## src/rtl/sakth_pkg.sv

```systemverilog
// shared types and constants for the suffix automaton substring ranker
// holds opcodes, datapath micro-operations and the controller/datapath structs
// no dependencies
package sakth_pkg;

  // fixed field widths
  localparam int OPC_W  = 2;
  localparam int LTR_W  = 5;
  localparam int RANK_W = 32;
  localparam int CNT_W  = 12;
  localparam int BIT_W  = 5;

  // transaction opcodes
  localparam logic [OPC_W-1:0] OPC_START  = 2'd0;
  localparam logic [OPC_W-1:0] OPC_APPEND = 2'd1;
  localparam logic [OPC_W-1:0] OPC_QUERY  = 2'd2;
  localparam logic [OPC_W-1:0] OPC_UNUSED = 2'd3;

  // datapath micro-operations
  typedef enum logic [5:0] {
    OP_NONE,
    OP_START,
    OP_LOAD,
    OP_ROOT_CLR,
    OP_ROW_CLR,
    OP_AP_NEW,
    OP_AP_LEN,
    OP_LINK_CUR_ROOT,
    OP_W_RD,
    OP_W1_SET,
    OP_W1_FOUND,
    OP_LP,
    OP_LINK_CUR_Q,
    OP_CLONE,
    OP_CL_LINK,
    OP_Q_LINK,
    OP_CUR_LINK,
    OP_CP_RD,
    OP_CP_WR,
    OP_W2_SET,
    OP_CN_INIT,
    OP_CN_RDL,
    OP_CN_BEGIN,
    OP_CN_RDT,
    OP_CN_RDC,
    OP_CN_ADD,
    OP_CN_WR,
    OP_IDX_INC,
    OP_CN_DONE,
    OP_CN_LVL,
    OP_CN_SNX,
    OP_RD_ROOT,
    OP_Q_SETUP,
    OP_DIV_STEP,
    OP_QW_BEGIN,
    OP_QT_RD,
    OP_QT_HOLD,
    OP_Q_HIT,
    OP_Q_MISS,
    OP_Q_EMIT,
    OP_Q_FIN
  } dp_op_t;

  // command from controller to datapath
  typedef struct packed {
    dp_op_t op;
  } cmd_t;

  // status from datapath to controller
  typedef struct packed {
    logic ap_bad;
    logic p_zero;
    logic tq_zero;
    logic tq_eq_q;
    logic len_eq;
    logic lvl_eq;
    logic idx_last;
    logic sidx_last;
    logic lvl_zero;
    logic counts_ready;
    logic need_div;
    logic div_last;
    logic walk_go;
    logic hit;
    logic has_pend;
    logic can_load;
  } status_t;

endpackage

```

## src/rtl/sakth_ctrl.sv

```systemverilog
// controller state machine for the suffix automaton substring ranker
// sequences start, append, path counting and query walks as datapath micro-operations
// depends on sakth_pkg
module sakth_ctrl (
  input  logic                         clk,
  input  logic                         rst_n,
  input  logic                         in_valid,
  input  logic [sakth_pkg::OPC_W-1:0]  in_opcode,
  output logic                         in_stall,
  output sakth_pkg::cmd_t              cmd,
  input  sakth_pkg::status_t           sts
);

  localparam int SN = 33;

  typedef enum logic [SN-1:0] {
    ST_INIT = SN'(1) << 0,
    ST_IDLE = SN'(1) << 1,
    ST_AP0  = SN'(1) << 2,
    ST_AP1  = SN'(1) << 3,
    ST_CLR  = SN'(1) << 4,
    ST_W1R  = SN'(1) << 5,
    ST_W1C  = SN'(1) << 6,
    ST_W1P  = SN'(1) << 7,
    ST_W1Q  = SN'(1) << 8,
    ST_CL1  = SN'(1) << 9,
    ST_CL2  = SN'(1) << 10,
    ST_CL3  = SN'(1) << 11,
    ST_CPR  = SN'(1) << 12,
    ST_CPW  = SN'(1) << 13,
    ST_W2R  = SN'(1) << 14,
    ST_W2C  = SN'(1) << 15,
    ST_Q0   = SN'(1) << 16,
    ST_CNL  = SN'(1) << 17,
    ST_CNC  = SN'(1) << 18,
    ST_CNT  = SN'(1) << 19,
    ST_CNTC = SN'(1) << 20,
    ST_CNA  = SN'(1) << 21,
    ST_CNI  = SN'(1) << 22,
    ST_CNN  = SN'(1) << 23,
    ST_Q1   = SN'(1) << 24,
    ST_DIV  = SN'(1) << 25,
    ST_QW   = SN'(1) << 26,
    ST_QT   = SN'(1) << 27,
    ST_QTC  = SN'(1) << 28,
    ST_QCMP = SN'(1) << 29,
    ST_QNX  = SN'(1) << 30,
    ST_QEM  = SN'(1) << 31,
    ST_QFIN = SN'(1) << 32
  } state_t;

  state_t            state_r;
  state_t            state_nxt;
  sakth_pkg::dp_op_t op;

  // state register, reset enters the root clearing pass
  always_ff @(posedge clk) begin
    if (!rst_n) begin
      state_r <= ST_INIT;
    end else begin
      state_r <= state_nxt;
    end
  end

  // next state and micro-operation
  always_comb begin
    state_nxt = state_r;
    op        = sakth_pkg::OP_NONE;
    unique case (state_r)
      ST_INIT: begin
        op = sakth_pkg::OP_ROOT_CLR;
        if (sts.idx_last) state_nxt = ST_IDLE;
      end
      ST_IDLE: begin
        if (in_valid) begin
          unique case (in_opcode)
            sakth_pkg::OPC_START: begin
              op        = sakth_pkg::OP_START;
              state_nxt = ST_INIT;
            end
            sakth_pkg::OPC_APPEND: begin
              op        = sakth_pkg::OP_LOAD;
              state_nxt = ST_AP0;
            end
            sakth_pkg::OPC_QUERY: begin
              op        = sakth_pkg::OP_LOAD;
              state_nxt = ST_Q0;
            end
            default: ;
          endcase
        end
      end
      // append: new state and its length
      ST_AP0: begin
        if (sts.ap_bad) begin
          state_nxt = ST_IDLE;
        end else begin
          op        = sakth_pkg::OP_AP_NEW;
          state_nxt = ST_AP1;
        end
      end
      ST_AP1: begin
        op        = sakth_pkg::OP_AP_LEN;
        state_nxt = ST_CLR;
      end
      ST_CLR: begin
        op = sakth_pkg::OP_ROW_CLR;
        if (sts.idx_last) state_nxt = ST_W1R;
      end
      // first suffix link walk
      ST_W1R: begin
        if (sts.p_zero) begin
          op        = sakth_pkg::OP_LINK_CUR_ROOT;
          state_nxt = ST_IDLE;
        end else begin
          op        = sakth_pkg::OP_W_RD;
          state_nxt = ST_W1C;
        end
      end
      ST_W1C: begin
        if (sts.tq_zero) begin
          op        = sakth_pkg::OP_W1_SET;
          state_nxt = ST_W1R;
        end else begin
          op        = sakth_pkg::OP_W1_FOUND;
          state_nxt = ST_W1P;
        end
      end
      ST_W1P: begin
        op        = sakth_pkg::OP_LP;
        state_nxt = ST_W1Q;
      end
      ST_W1Q: begin
        if (sts.len_eq) begin
          op        = sakth_pkg::OP_LINK_CUR_Q;
          state_nxt = ST_IDLE;
        end else begin
          op        = sakth_pkg::OP_CLONE;
          state_nxt = ST_CL1;
        end
      end
      // clone links and row copy
      ST_CL1: begin
        op        = sakth_pkg::OP_CL_LINK;
        state_nxt = ST_CL2;
      end
      ST_CL2: begin
        op        = sakth_pkg::OP_Q_LINK;
        state_nxt = ST_CL3;
      end
      ST_CL3: begin
        op        = sakth_pkg::OP_CUR_LINK;
        state_nxt = ST_CPR;
      end
      ST_CPR: begin
        op        = sakth_pkg::OP_CP_RD;
        state_nxt = ST_CPW;
      end
      ST_CPW: begin
        op        = sakth_pkg::OP_CP_WR;
        state_nxt = sts.idx_last ? ST_W2R : ST_CPR;
      end
      // second walk redirects to the clone
      ST_W2R: begin
        if (sts.p_zero) begin
          state_nxt = ST_IDLE;
        end else begin
          op        = sakth_pkg::OP_W_RD;
          state_nxt = ST_W2C;
        end
      end
      ST_W2C: begin
        if (sts.tq_eq_q) begin
          op        = sakth_pkg::OP_W2_SET;
          state_nxt = ST_W2R;
        end else begin
          state_nxt = ST_IDLE;
        end
      end
      // query entry, count paths first if stale
      ST_Q0: begin
        if (sts.counts_ready) begin
          op        = sakth_pkg::OP_RD_ROOT;
          state_nxt = ST_Q1;
        end else begin
          op        = sakth_pkg::OP_CN_INIT;
          state_nxt = ST_CNL;
        end
      end
      ST_CNL: begin
        op        = sakth_pkg::OP_CN_RDL;
        state_nxt = ST_CNC;
      end
      ST_CNC: begin
        if (sts.lvl_eq) begin
          op        = sakth_pkg::OP_CN_BEGIN;
          state_nxt = ST_CNT;
        end else begin
          state_nxt = ST_CNN;
        end
      end
      ST_CNT: begin
        op        = sakth_pkg::OP_CN_RDT;
        state_nxt = ST_CNTC;
      end
      ST_CNTC: begin
        if (sts.tq_zero) begin
          state_nxt = ST_CNI;
        end else begin
          op        = sakth_pkg::OP_CN_RDC;
          state_nxt = ST_CNA;
        end
      end
      ST_CNA: begin
        op        = sakth_pkg::OP_CN_ADD;
        state_nxt = ST_CNI;
      end
      ST_CNI: begin
        if (sts.idx_last) begin
          op        = sakth_pkg::OP_CN_WR;
          state_nxt = ST_CNN;
        end else begin
          op        = sakth_pkg::OP_IDX_INC;
          state_nxt = ST_CNT;
        end
      end
      ST_CNN: begin
        state_nxt = ST_CNL;
        if (!sts.sidx_last) begin
          op = sakth_pkg::OP_CN_SNX;
        end else if (sts.lvl_zero) begin
          op        = sakth_pkg::OP_CN_DONE;
          state_nxt = ST_Q0;
        end else begin
          op = sakth_pkg::OP_CN_LVL;
        end
      end
      // rank wrap
      ST_Q1: begin
        op        = sakth_pkg::OP_Q_SETUP;
        state_nxt = sts.need_div ? ST_DIV : ST_QW;
      end
      ST_DIV: begin
        op = sakth_pkg::OP_DIV_STEP;
        if (sts.div_last) state_nxt = ST_QW;
      end
      // rank walk
      ST_QW: begin
        if (sts.walk_go) begin
          op        = sakth_pkg::OP_QW_BEGIN;
          state_nxt = ST_QT;
        end else begin
          state_nxt = ST_QFIN;
        end
      end
      ST_QT: begin
        op        = sakth_pkg::OP_QT_RD;
        state_nxt = ST_QTC;
      end
      ST_QTC: begin
        if (sts.tq_zero) begin
          state_nxt = ST_QNX;
        end else begin
          op        = sakth_pkg::OP_QT_HOLD;
          state_nxt = ST_QCMP;
        end
      end
      ST_QCMP: begin
        if (sts.hit) begin
          op        = sakth_pkg::OP_Q_HIT;
          state_nxt = ST_QEM;
        end else begin
          op        = sakth_pkg::OP_Q_MISS;
          state_nxt = ST_QNX;
        end
      end
      ST_QNX: begin
        if (sts.idx_last) begin
          state_nxt = ST_QFIN;
        end else begin
          op        = sakth_pkg::OP_IDX_INC;
          state_nxt = ST_QT;
        end
      end
      ST_QEM: begin
        if (!sts.has_pend || sts.can_load) begin
          op        = sakth_pkg::OP_Q_EMIT;
          state_nxt = ST_QW;
        end
      end
      ST_QFIN: begin
        if (sts.can_load) begin
          op        = sakth_pkg::OP_Q_FIN;
          state_nxt = ST_IDLE;
        end
      end
      default: state_nxt = ST_INIT;
    endcase
  end

  assign cmd.op   = op;
  assign in_stall = (state_r != ST_IDLE);

endmodule

```

## config.mk

```make
export PLATFORM = sky130hd
export DESIGN_NAME = sakth_ctrl
export DESIGN_NICKNAME = d
export VERILOG_FILES = /design/src/rtl/sakth_pkg.sv /design/src/rtl/sakth_ctrl.sv
export SDC_FILE = /design/constraint.sdc
export NUM_CORES = 1
export LEC_CHECK = 0
export BUFFER_PORTS_ARGS = -buffer_cell sky130_fd_sc_hd__buf_2
export CAP_MARGIN = 20
export CELL_PAD_IN_SITES_DETAIL_PLACEMENT = 0
export CELL_PAD_IN_SITES_GLOBAL_PLACEMENT = 1
export CORE_MARGIN = 1.5
export CORE_UTILIZATION = 41
export CTS_BUF_LIST = sky130_fd_sc_hd__clkbuf_4 sky130_fd_sc_hd__clkbuf_8
export CTS_CLUSTER_SIZE = 40
export DETAILED_ROUTE_END_ITERATION = 7
export PLACE_DENSITY_LB_ADDON = 0.1
export SLEW_MARGIN = 20
export SYNTH_ARGS = -nofsm -noshare
export SYNTH_HDL_FRONTEND = slang
export SYNTH_SLANG_ARGS = --single-unit
export TNS_END_PERCENT = 10
```

## constraint.sdc

```tcl
create_clock -name clk -period 2.37 [get_ports clk]
set_input_delay 0.3555 -clock clk [delete_from_list [all_inputs] [get_ports clk]]
set_output_delay 0.3555 -clock clk [all_outputs]
set_load 0.02 [all_outputs]
```

==> results of run 1 <==
[report_power, final]
group	internal [µW]	switching, µW	total (µW)
clock	215	218	434
sequential	573	19.5	592
combinational	655	648	1300
[layer usage]
metal	share of wire [%]	global-route usage, %
met3	5.9	5.57
met5	0	0
met2	46	47.5
met4	4.6	14.1
met1	44	38.5
[cell usage in the layout (no fill, tap or decap), types with 6 or more instances in the layout]
cell type,count
nand2b_1,12
nand3b_1,6
nor2_1,34
nand2_1,15
nand3_1,12
buf_2,21
nand4_1,10
nor4_4,9
nor4_2,8
dfxtp_2,19
buf_6,8
buf_4,107
inv_1,14
xor2_1,7
dfxtp_1,11
o21ai_0,6
a21oi_1,12
nor3_1,12
and2_1,6
[worst paths after layout]
| path | start | cells after the start | slack, ps | endpoint |
|---|---|---|---|---|
| setup / recovery | state_r[19] | 8 | -600 | cmd[0] |
| hold / removal | rst_n | 2 | 310 | state_r[0] |
| setup reg to reg | state_r[0] | 11 | -190 | state_r[3] |
| hold reg to reg | state_r[16] | 2 | 610 | state_r[18] |
[cell usage after synthesis, types with 4 or more instances]
cell type,n
nor4b_1,5
nand3_1,13
dfxtp_1,33
nor2_1,38
nand4b_1,4
nand2_1,19
nand2b_1,12
xor2_1,7
or2_2,5
nor4_2,4
nand4_1,10
a21oi_1,14
o21ai_0,6
and2_1,6
a31oi_1,4
inv_1,14
a221oi_1,4
and3_1,4
nor3_1,15
nor4_1,13
nor3b_1,4
ha_1,4
nor2b_1,4
nand3b_1,6
[cell families (layout without fill, tap and decap cells)]
| family | Yosys count | count (layout) | synth area share, % |
|---|---|---|---|
| adder cells (fa/ha/maj) | 4 | 4 | 2.03 |
| flip-flops | 33 | 33 | 26.7 |
| AO/OA/AOI/OAI | 51 | 51 | 15.0 |
| XOR/XNOR | 7 | 7 | 2.48 |
| multiplexers | 1 | 1 | 0.405 |
| buffers and inverters | 20 | 159 | 4.51 |
| AND/OR/NAND/NOR | 190 | 190 | 48.8 |
[worst max-delay path, stage by stage, from the launching register on]
cell,delay [ps]
dfxtp_2,340
nor4_4,380
nand4_1,220
or4_4,570
nor3b_4,270
nand2b_1,150
and2_1,160
nand4_1,100
buf_6,130
[stage by stage]
stage	cell area, µm²	setup WS (ps)	hold WS, ps	power (µW)
detailed placement	3410	-449	605	1640
CTS	3690	-518	314	2180
global route	3920	-715	341	2440
finish	3920	-601	312	2330
global placement	3410	-495	601	1640
floorplan	2480	-163	431	1150
[area by class of cell]
| class | instances | area [µm²] |
|---|---|---|
| Sequential cell | 33 | 696 |
| Multi-Input combinational cell | 253 | 1970 |
| Inverter | 14 | 52.6 |
| Clock inverter | 2 | 10.0 |
| Fill cell | 524 | 1970 |
| Clock buffer | 6 | 76.3 |
| Timing Repair Buffer | 137 | 1020 |
| Tap cell | 75 | 93.8 |
[what timing repair did]
item / 4_1_cts / 5_1_grt
pin swaps: 12 / 17
resized for setup: 43 / 46
buffers inserted: 5 / 7
setup endpoints to repair: 38 / 38
==> flow_metrics.py, run 1 <==
metrics = {
    "timing": {
        "layout_min_cycle_time_ps": 2970,
        "skew_ps": 6.50,
        "tns_ps": -4920,
        "fmax_ghz": 0.337,
        "maxSlewViolCount": 0,
        "hold_viol_final": 0,
        "relSlewSlack_pct": 60.9,
        "setup_viol": 36,
        "tightest_slew_ps": 584,
        "fin_crit_sh_pct": 125,
        "setup_slack_ps": -601,
        "rsz0062_at_grt": "yes",
    },
    "outcome": {
        "violations": "negative setup slack",
        "outcome": "finished, violations left",
    },
    "clocking": {
        "clk_pin_slew_worst_paths_ps": 70,
        "cts_made_buffers": 5,
        "cts_tree": "yes",
        "cts_buffer_depth": 2,
        "worstSkewPairLatency_ps": 290,
        "hold_buffers": 0,
        "clock-sinks": 33,
        "h-tree-depth": 2,
        "cts_root_buf": "clkbuf_8",
    },
    "synthesis": {
        "synthArstFlopShare_pct": 0,
        "synth-edff-count": 0,
        "synth_area_per_cell_um2": 8.08,
        "yosysWarnings": 0,
        "ys.flop_type": "dfxtp_1",
        "synth_cell_types": 65,
        "synth.top_cell.area_share_pct": 26.7,
        "synth_seq_area_share_pct": 26.7,
        "syn_area_mm2": 0.00247,
        "syn_nets": 331,
        "synth_area_leader_cell": "dfxtp_1",
        "ys_ff_latch": 33,
        "synthCells": 306,
        "synth_area_leaders": "dfxtp_1, nor2_1, nor4_1, nand2b_1, nor3_1",
    },
    "drt": {
        "wl_per_cell_um": 18.0,
        "ant_nets": 0,
        "viasPerCell": 5.79,
        "routed_wl_um": 9360,
        "via_count": 3009,
        "drt_iter0_drc": 203,
        "drcViolationCount": 0,
        "drt_first_pass_iters": 6,
    },
    "setup_path": {
        "cp.required_ps": 2010,
        "cp_data_arrival_time_ps": 2620,
        "crit_path_end_kind": "output port",
        "crit_path_max_fanout": 4,
        "cp-start-kind": "flop",
        "path_class": "flop to output port",
    },
    "final_layout": {
        "drive_above_1_share_pct": 53.0,
        "antenna_cells": 0,
        "top_register": "state_r",
        "syn_to_final_growth_pct": 58.5,
        "final_nets": 469,
        "reg_top3": "state_r x33",
        "final_cells": 520,
        "utilization_pct": 66.5,
        "largest_reg_flops": 33,
    },
    "die": {
        "fp.dieH_um": 80.6,
        "ioPinCount": 28,
        "core_area_mm2": 0.00589,
        "initial_core_util_pct": 42.0,
        "placementRows": 28,
        "die-width_um": 80.6,
        "die_area_mm2": 0.00650,
    },
    "flow_run": {
        "cap_violations": 0,
    },
    "place": {
        "port_buffers": 27,
        "hpwl_um": 7430,
        "dp.cells": 502,
        "place_congestion": 0.933,
    },
    "global_route": {
        "grt_use_total_pct": 29.8,
        "grt_pass1_vias": 2857,
        "grt_overflow": 0,
        "grt_pass1_wl_um": 14400,
        "grt_max_degree": 18,
        "antenna_found_initial": 0,
    },
    "power": {
        "p_leak_uw": 0.00172,
        "powerDensity_mw_per_mm2": 595,
        "peakVddDrop_mv": 0.441,
    },
    "hold_path": {
        "hp-class": "primary input to flop",
    },
}
Note: power is estimated with default switching activity, not from simulation.
==> run 2, diff against run 1 <==
ABC_AREA = 0   (was not set)
CELL_PAD_IN_SITES_DETAIL_PLACEMENT = not set   (was 0)
CELL_PAD_IN_SITES_GLOBAL_PLACEMENT = not set   (was 1)
CORE_ASPECT_RATIO = 1.4   (was not set)
CORE_UTILIZATION = 42   (was 41)
PLACE_DENSITY_LB_ADDON = not set   (was 0.1)
==> flow_metrics.py, run 2 (synthesized netlist as in run 1, its figures left out) <==
metrics = {
    "global_route": {
        "grt_pass1_wl_um": 14200,
        "antenna_found_initial": 0,
        "grt_overflow": 0,
        "grt_use_total_pct": 30.4,
        "grt_max_degree": 24,
        "grt_pass1_vias": 2995,
    },
    "power": {
        "seq_power_share_pct": 26.0,
        "p_leak_uw": 0.00172,
        "powerDensity_mw_per_mm2": 597,
        "switchingPower_uw": 884,
        "power_uw": 2270,
        "intPower_uw": 1390,
        "switching_share_pct": 38.9,
        "peakVddDrop_mv": 0.482,
        "combPwrFrac_pct": 54.9,
        "pwr-share-clk_pct": 19.1,
    },
    "final_layout": {
        "multiInputGateArea_mm2": 0.00189,
        "top_register": "state_r",
        "finalInstanceArea_mm2": 0.00380,
        "drive_above_1_share_pct": 47.1,
        "seqCellArea_um2": 671,
        "fillers": 502,
        "mostFrequentLayoutCells": "buf_4, nor2_1, dfxtp_1",
        "final_nets": 472,
        "layout_commonest_cell": "buf_4",
        "largest_reg_flops": 33,
        "antenna_cells": 0,
        "syn_to_final_growth_pct": 53.9,
        "reg_top3": "state_r x33",
        "utilization_pct": 67.8,
    },
    "clocking": {
        "h-tree-depth": 2,
        "clock-sinks": 33,
        "clk_pin_slew_worst_paths_ps": 80,
        "cts_buffer_depth": 2,
        "cts_made_buffers": 5,
        "cts_root_buf": "clkbuf_8",
        "cts_tree": "yes",
        "hold_buffers": 0,
        "worstSkewPairLatency_ps": 290,
    },
    "die": {
        "die-width_um": 67.8,
        "initial_core_util_pct": 44.1,
        "die_area_mm2": 0.00636,
        "ioPinCount": 28,
        "fp.dieH_um": 93.8,
        "placementRows": 32,
        "core_area_mm2": 0.00561,
    },
    "timing": {
        "setup_slack_ps": -572,
        "setup_viol": 37,
        "tns_ps": -5640,
        "tightest_slew_ps": 551,
        "fin_crit_sh_pct": 124,
        "fmax_ghz": 0.340,
        "hold_viol_final": 0,
        "skew_ps": 10.9,
        "relSlewSlack_pct": 63.2,
        "layout_min_cycle_time_ps": 2940,
        "rsz0062_at_grt": "yes",
        "maxSlewViolCount": 0,
    },
    "drt": {
        "routed_wl_um": 9490,
        "viasPerCell": 5.90,
        "ant_nets": 0,
        "wl_per_cell_um": 18.4,
        "drcViolationCount": 0,
        "drt_first_pass_iters": 7,
        "via_count": 3045,
        "drt_iter0_drc": 214,
    },
    "setup_path": {
        "cp.required_ps": 2010,
        "rr_worst_depth": 8,
        "timing.rr.end": "state_r[0]",
        "ff2ff_setup_slack_ps": -180,
        "crit_end": "cmd[0]",
        "r2r-start": "state_r[25]",
        "crit_path_end_kind": "output port",
        "path_class": "flop to output port",
        "crit_path_max_fanout": 5,
        "cp-start-kind": "flop",
        "critPathLaunch": "state_r[25]",
        "cp_data_arrival_time_ps": 2590,
    },
    "place": {
        "pre_cts_ws_ps": -286,
        "dpl_cell_area_mm2": 0.00343,
        "place_congestion": 0.986,
        "hpwl_um": 7450,
        "port_buffers": 27,
    },
    "outcome": {
        "outcome": "finished, violations left",
        "violations": "negative setup slack",
    },
    "flow_run": {
        "cap_violations": 0,
    },
    "hold_path": {
        "hp-class": "primary input to flop",
    },
}
## run 2: cell count changes in the layout (fill, tap and decap cells not counted), sizes merged
cell	previous run	this run
clkinvlp	0	1
clkbuf	6	5
buf	137	140
## run 2: final cells by class
type	count	area share, %
Multi-Input combinational cell	253	49.8
Clock inverter	3	0.461
Inverter	14	1.38
Sequential cell	33	17.6
Clock buffer	5	1.81
Tap cell	68	2.24
Timing Repair Buffer	140	26.7
## run 2: worst min path at each step
stage | startpoint | to | cells after the start | slack [ps]
2_1_floorplan | sts[14] | state_r[6] | 1 | 430
3_3_place_gp | state_r[27] | state_r[28] | 2 | 580
3_5_place_dp | sts[14] | state_r[6] | 2 | 590
4_1_cts | sts[14] | state_r[6] | 2 | 280
5_1_grt | sts[14] | state_r[6] | 2 | 290
6_report | sts[14] | state_r[6] | 2 | 280
## run 2: routing by layer
layer / vias to the layer above / wire, µm / global-route usage (%)
li1: 1450 / - / -
met5: - / 0 / 0
met4: 0 / 546 / 14.8
met3: 47 / 602 / 6.12
met2: 124 / 4720 / 53.7
met1: 1424 / 3620 / 33.5
## run 2: critical path, cell delays in order, from the launching register on
cell,delay (ps)
dfxtp_2,350
nor4_4,440
nand4_4,220
nor3_1,360
buf_4,180
and4b_1,250
nand2_1,90
and2_1,160
nand4_1,80
buf_4,150
## run 2: repair_timing
item / in CTS / in global routing
buffers inserted: 5 / 4
endpoints found under the setup margin: 38 / 38
pin swaps: 14 / 9
gates resized for setup: 25 / 24
cloned: 0 / 0
## run 2: power groups by stage
stage | logic, µW | clock network, µW | registers (µW)
after floorplan | 535 | 0 | 616
after global placement | 1060 | 0 | 601
after detailed placement | 1070 | 0 | 603
after CTS | 1140 | 444 | 591
after global routing | 1320 | 472 | 593
final | 1250 | 434 | 591
## run 2: metrics by stage
stage	hold WS, ps	std cells
2_1_floorplan	431	306
3_3_place_gp	575	499
3_5_place_dp	588	499
4_1_cts	278	512
5_1_grt	294	516
6_report	279	516
==> run 3, diff against run 2 <==
CELL_PAD_IN_SITES_DETAIL_PLACEMENT = 1   (was not set)
CELL_PAD_IN_SITES_GLOBAL_PLACEMENT = 1   (was not set)
CORE_UTILIZATION = 41   (was 42)
PLACE_DENSITY_LB_ADDON = 0.1   (was not set)
==> flow_metrics.py, run 3 (synthesized netlist as in run 1, its figures left out) <==
metrics = {
    "hold_path": {
        "hp-class": "primary input to flop",
        "hold-path-cell-count": 2,
    },
    "setup_path": {
        "rr_worst_depth": 12,
        "path_class": "flop to output port",
        "ff2ff_setup_slack_ps": -510,
        "crit_path_max_fanout": 4,
        "cp.required_ps": 2010,
        "cp-start-kind": "flop",
        "crit_path_end_kind": "output port",
        "cp_data_arrival_time_ps": 2790,
    },
    "drt": {
        "routed_wl_um": 14400,
        "wl_per_cell_um": 27.9,
        "drt_iter0_drc": 394,
        "ant_nets": 0,
        "drcViolationCount": 0,
        "wl_met1_um": 5080,
        "drt_first_pass_iters": 6,
        "highest_layer": "met4",
        "viasPerCell": 6.85,
        "dr_wl_met2_um": 7020,
        "met3_length_um": 1120,
        "via_count": 3546,
    },
    "final_layout": {
        "antenna_cells": 0,
        "reg_top3": "state_r x33",
        "seqCellArea_um2": 688,
        "final_nets": 473,
        "multiInputGateArea_mm2": 0.00191,
        "final_cells": 518,
        "syn_to_final_growth_pct": 56.2,
        "layout_commonest_cell": "buf_4",
        "drive_above_1_share_pct": 51.3,
        "fillers": 704,
        "largest_reg_flops": 33,
        "top_register": "state_r",
        "mostFrequentLayoutCells": "buf_4, nor2_1, buf_2",
    },
    "timing": {
        "fmax_ghz": 0.318,
        "maxSlewViolCount": 0,
        "layout_min_cycle_time_ps": 3140,
        "hold_viol_final": 0,
        "rsz0062_at_grt": "yes",
        "relSlewSlack_pct": 57.4,
        "fin_crit_sh_pct": 133,
        "skew_ps": 6.49,
        "tightest_slew_ps": 633,
        "setup_slack_ps": -771,
        "setup_viol": 39,
    },
    "die": {
        "core_area_mm2": 0.00582,
        "fp.dieH_um": 94.9,
        "initial_core_util_pct": 42.4,
        "die_area_mm2": 0.00651,
        "placementRows": 33,
        "ioPinCount": 28,
        "die-width_um": 68.6,
    },
    "outcome": {
        "outcome": "finished, violations left",
        "violations": "negative setup slack",
    },
    "place": {
        "pre_cts_ws_ps": -358,
        "port_buffers": 27,
        "place_congestion": 1.00,
        "dp.cells": 500,
        "hpwl_um": 8490,
    },
    "clocking": {
        "hold_buffers": 0,
        "clock-sinks": 33,
        "cts_buffer_depth": 2,
        "cts_tree": "yes",
        "cts_made_buffers": 5,
        "clk_pin_slew_worst_paths_ps": 70,
        "cts_root_buf": "clkbuf_8",
        "h-tree-depth": 2,
        "worstSkewPairLatency_ps": 300,
    },
    "power": {
        "peakVddDrop_mv": 0.310,
        "power_uw": 2470,
        "p_leak_uw": 0.00175,
        "powerDensity_mw_per_mm2": 639,
    },
    "flow_run": {
        "cap_violations": 0,
    },
    "global_route": {
        "antenna_found_initial": 0,
        "grt_pass1_wl_um": 19000,
        "grt_overflow": 0,
        "grt_pass1_vias": 3537,
        "grt_max_degree": 26,
        "grt_use_total_pct": 40.7,
    },
}
[run 3: changes by cell type in the layout (fill, tap and decap cells not counted), sizes merged]
cell,delta
clkbuf,+2
clkinv,-2
buf,+1
clkinvlp,-1
[run 3: critical path, stage by stage, from the launching register on]
cell and delay [ps]:
dfxtp_2 340, nor4_4 400, nand3_1 250, or4_4 600, nor3b_4 300, nand2b_1 150, and2_1 180, nand4_1 100
buf_4 160
[run 3: final timing paths]
path | start | endpoint
worst max-delay path | state_r[0] | cmd[0]
worst max register to register | state_r[16] | state_r[4]
worst min-delay path | sts[14] | state_r[6]
worst min register to register | state_r[16] | state_r[18]
[run 3: repair_timing]
item / in CTS / in global routing
setup endpoints to repair: 38 / 38
resized for setup: 63 / 12
pin swaps: 24 / 10
setup buffers: 5 / 6
[run 3: per-stage QoR]
step	hold slack [ps]	cell area [µm²]	TNS (ps)	util [%]
after detailed placement	607	3430	-7510	58.9
after floorplan	431	2480	-436	-
after CTS	314	3760	-3810	64.6
after global routing	318	3860	-17320	66.3
final	301	3860	-16680	66.3
after global placement	594	3430	-5370	58.9
[run 3: area by class of cell]
class                   count  share of cell area, %
clock buffers               7                   2.33
inverters                  14                   1.43
multi-input cells         253                   49.5
flip-flops and latches     33                   17.8
well taps                  70                   2.27
repair buffers            141                   26.6
[run 3: report_power, final]
| group | leakage (µW) | switching [µW] | internal [µW] |
|---|---|---|---|
| Clock | 0.0000477 | 233 | 242 |
| Sequential | 0.000276 | 18.8 | 573 |
| Combinational | 0.00142 | 782 | 616 |
[run 3: routing by layer]
metal	track usage, %	vias up
met5	0	-
met4	24.2	0
met3	8.70	97
met2	71.1	259
met1	43.3	1742
li1	-	1448
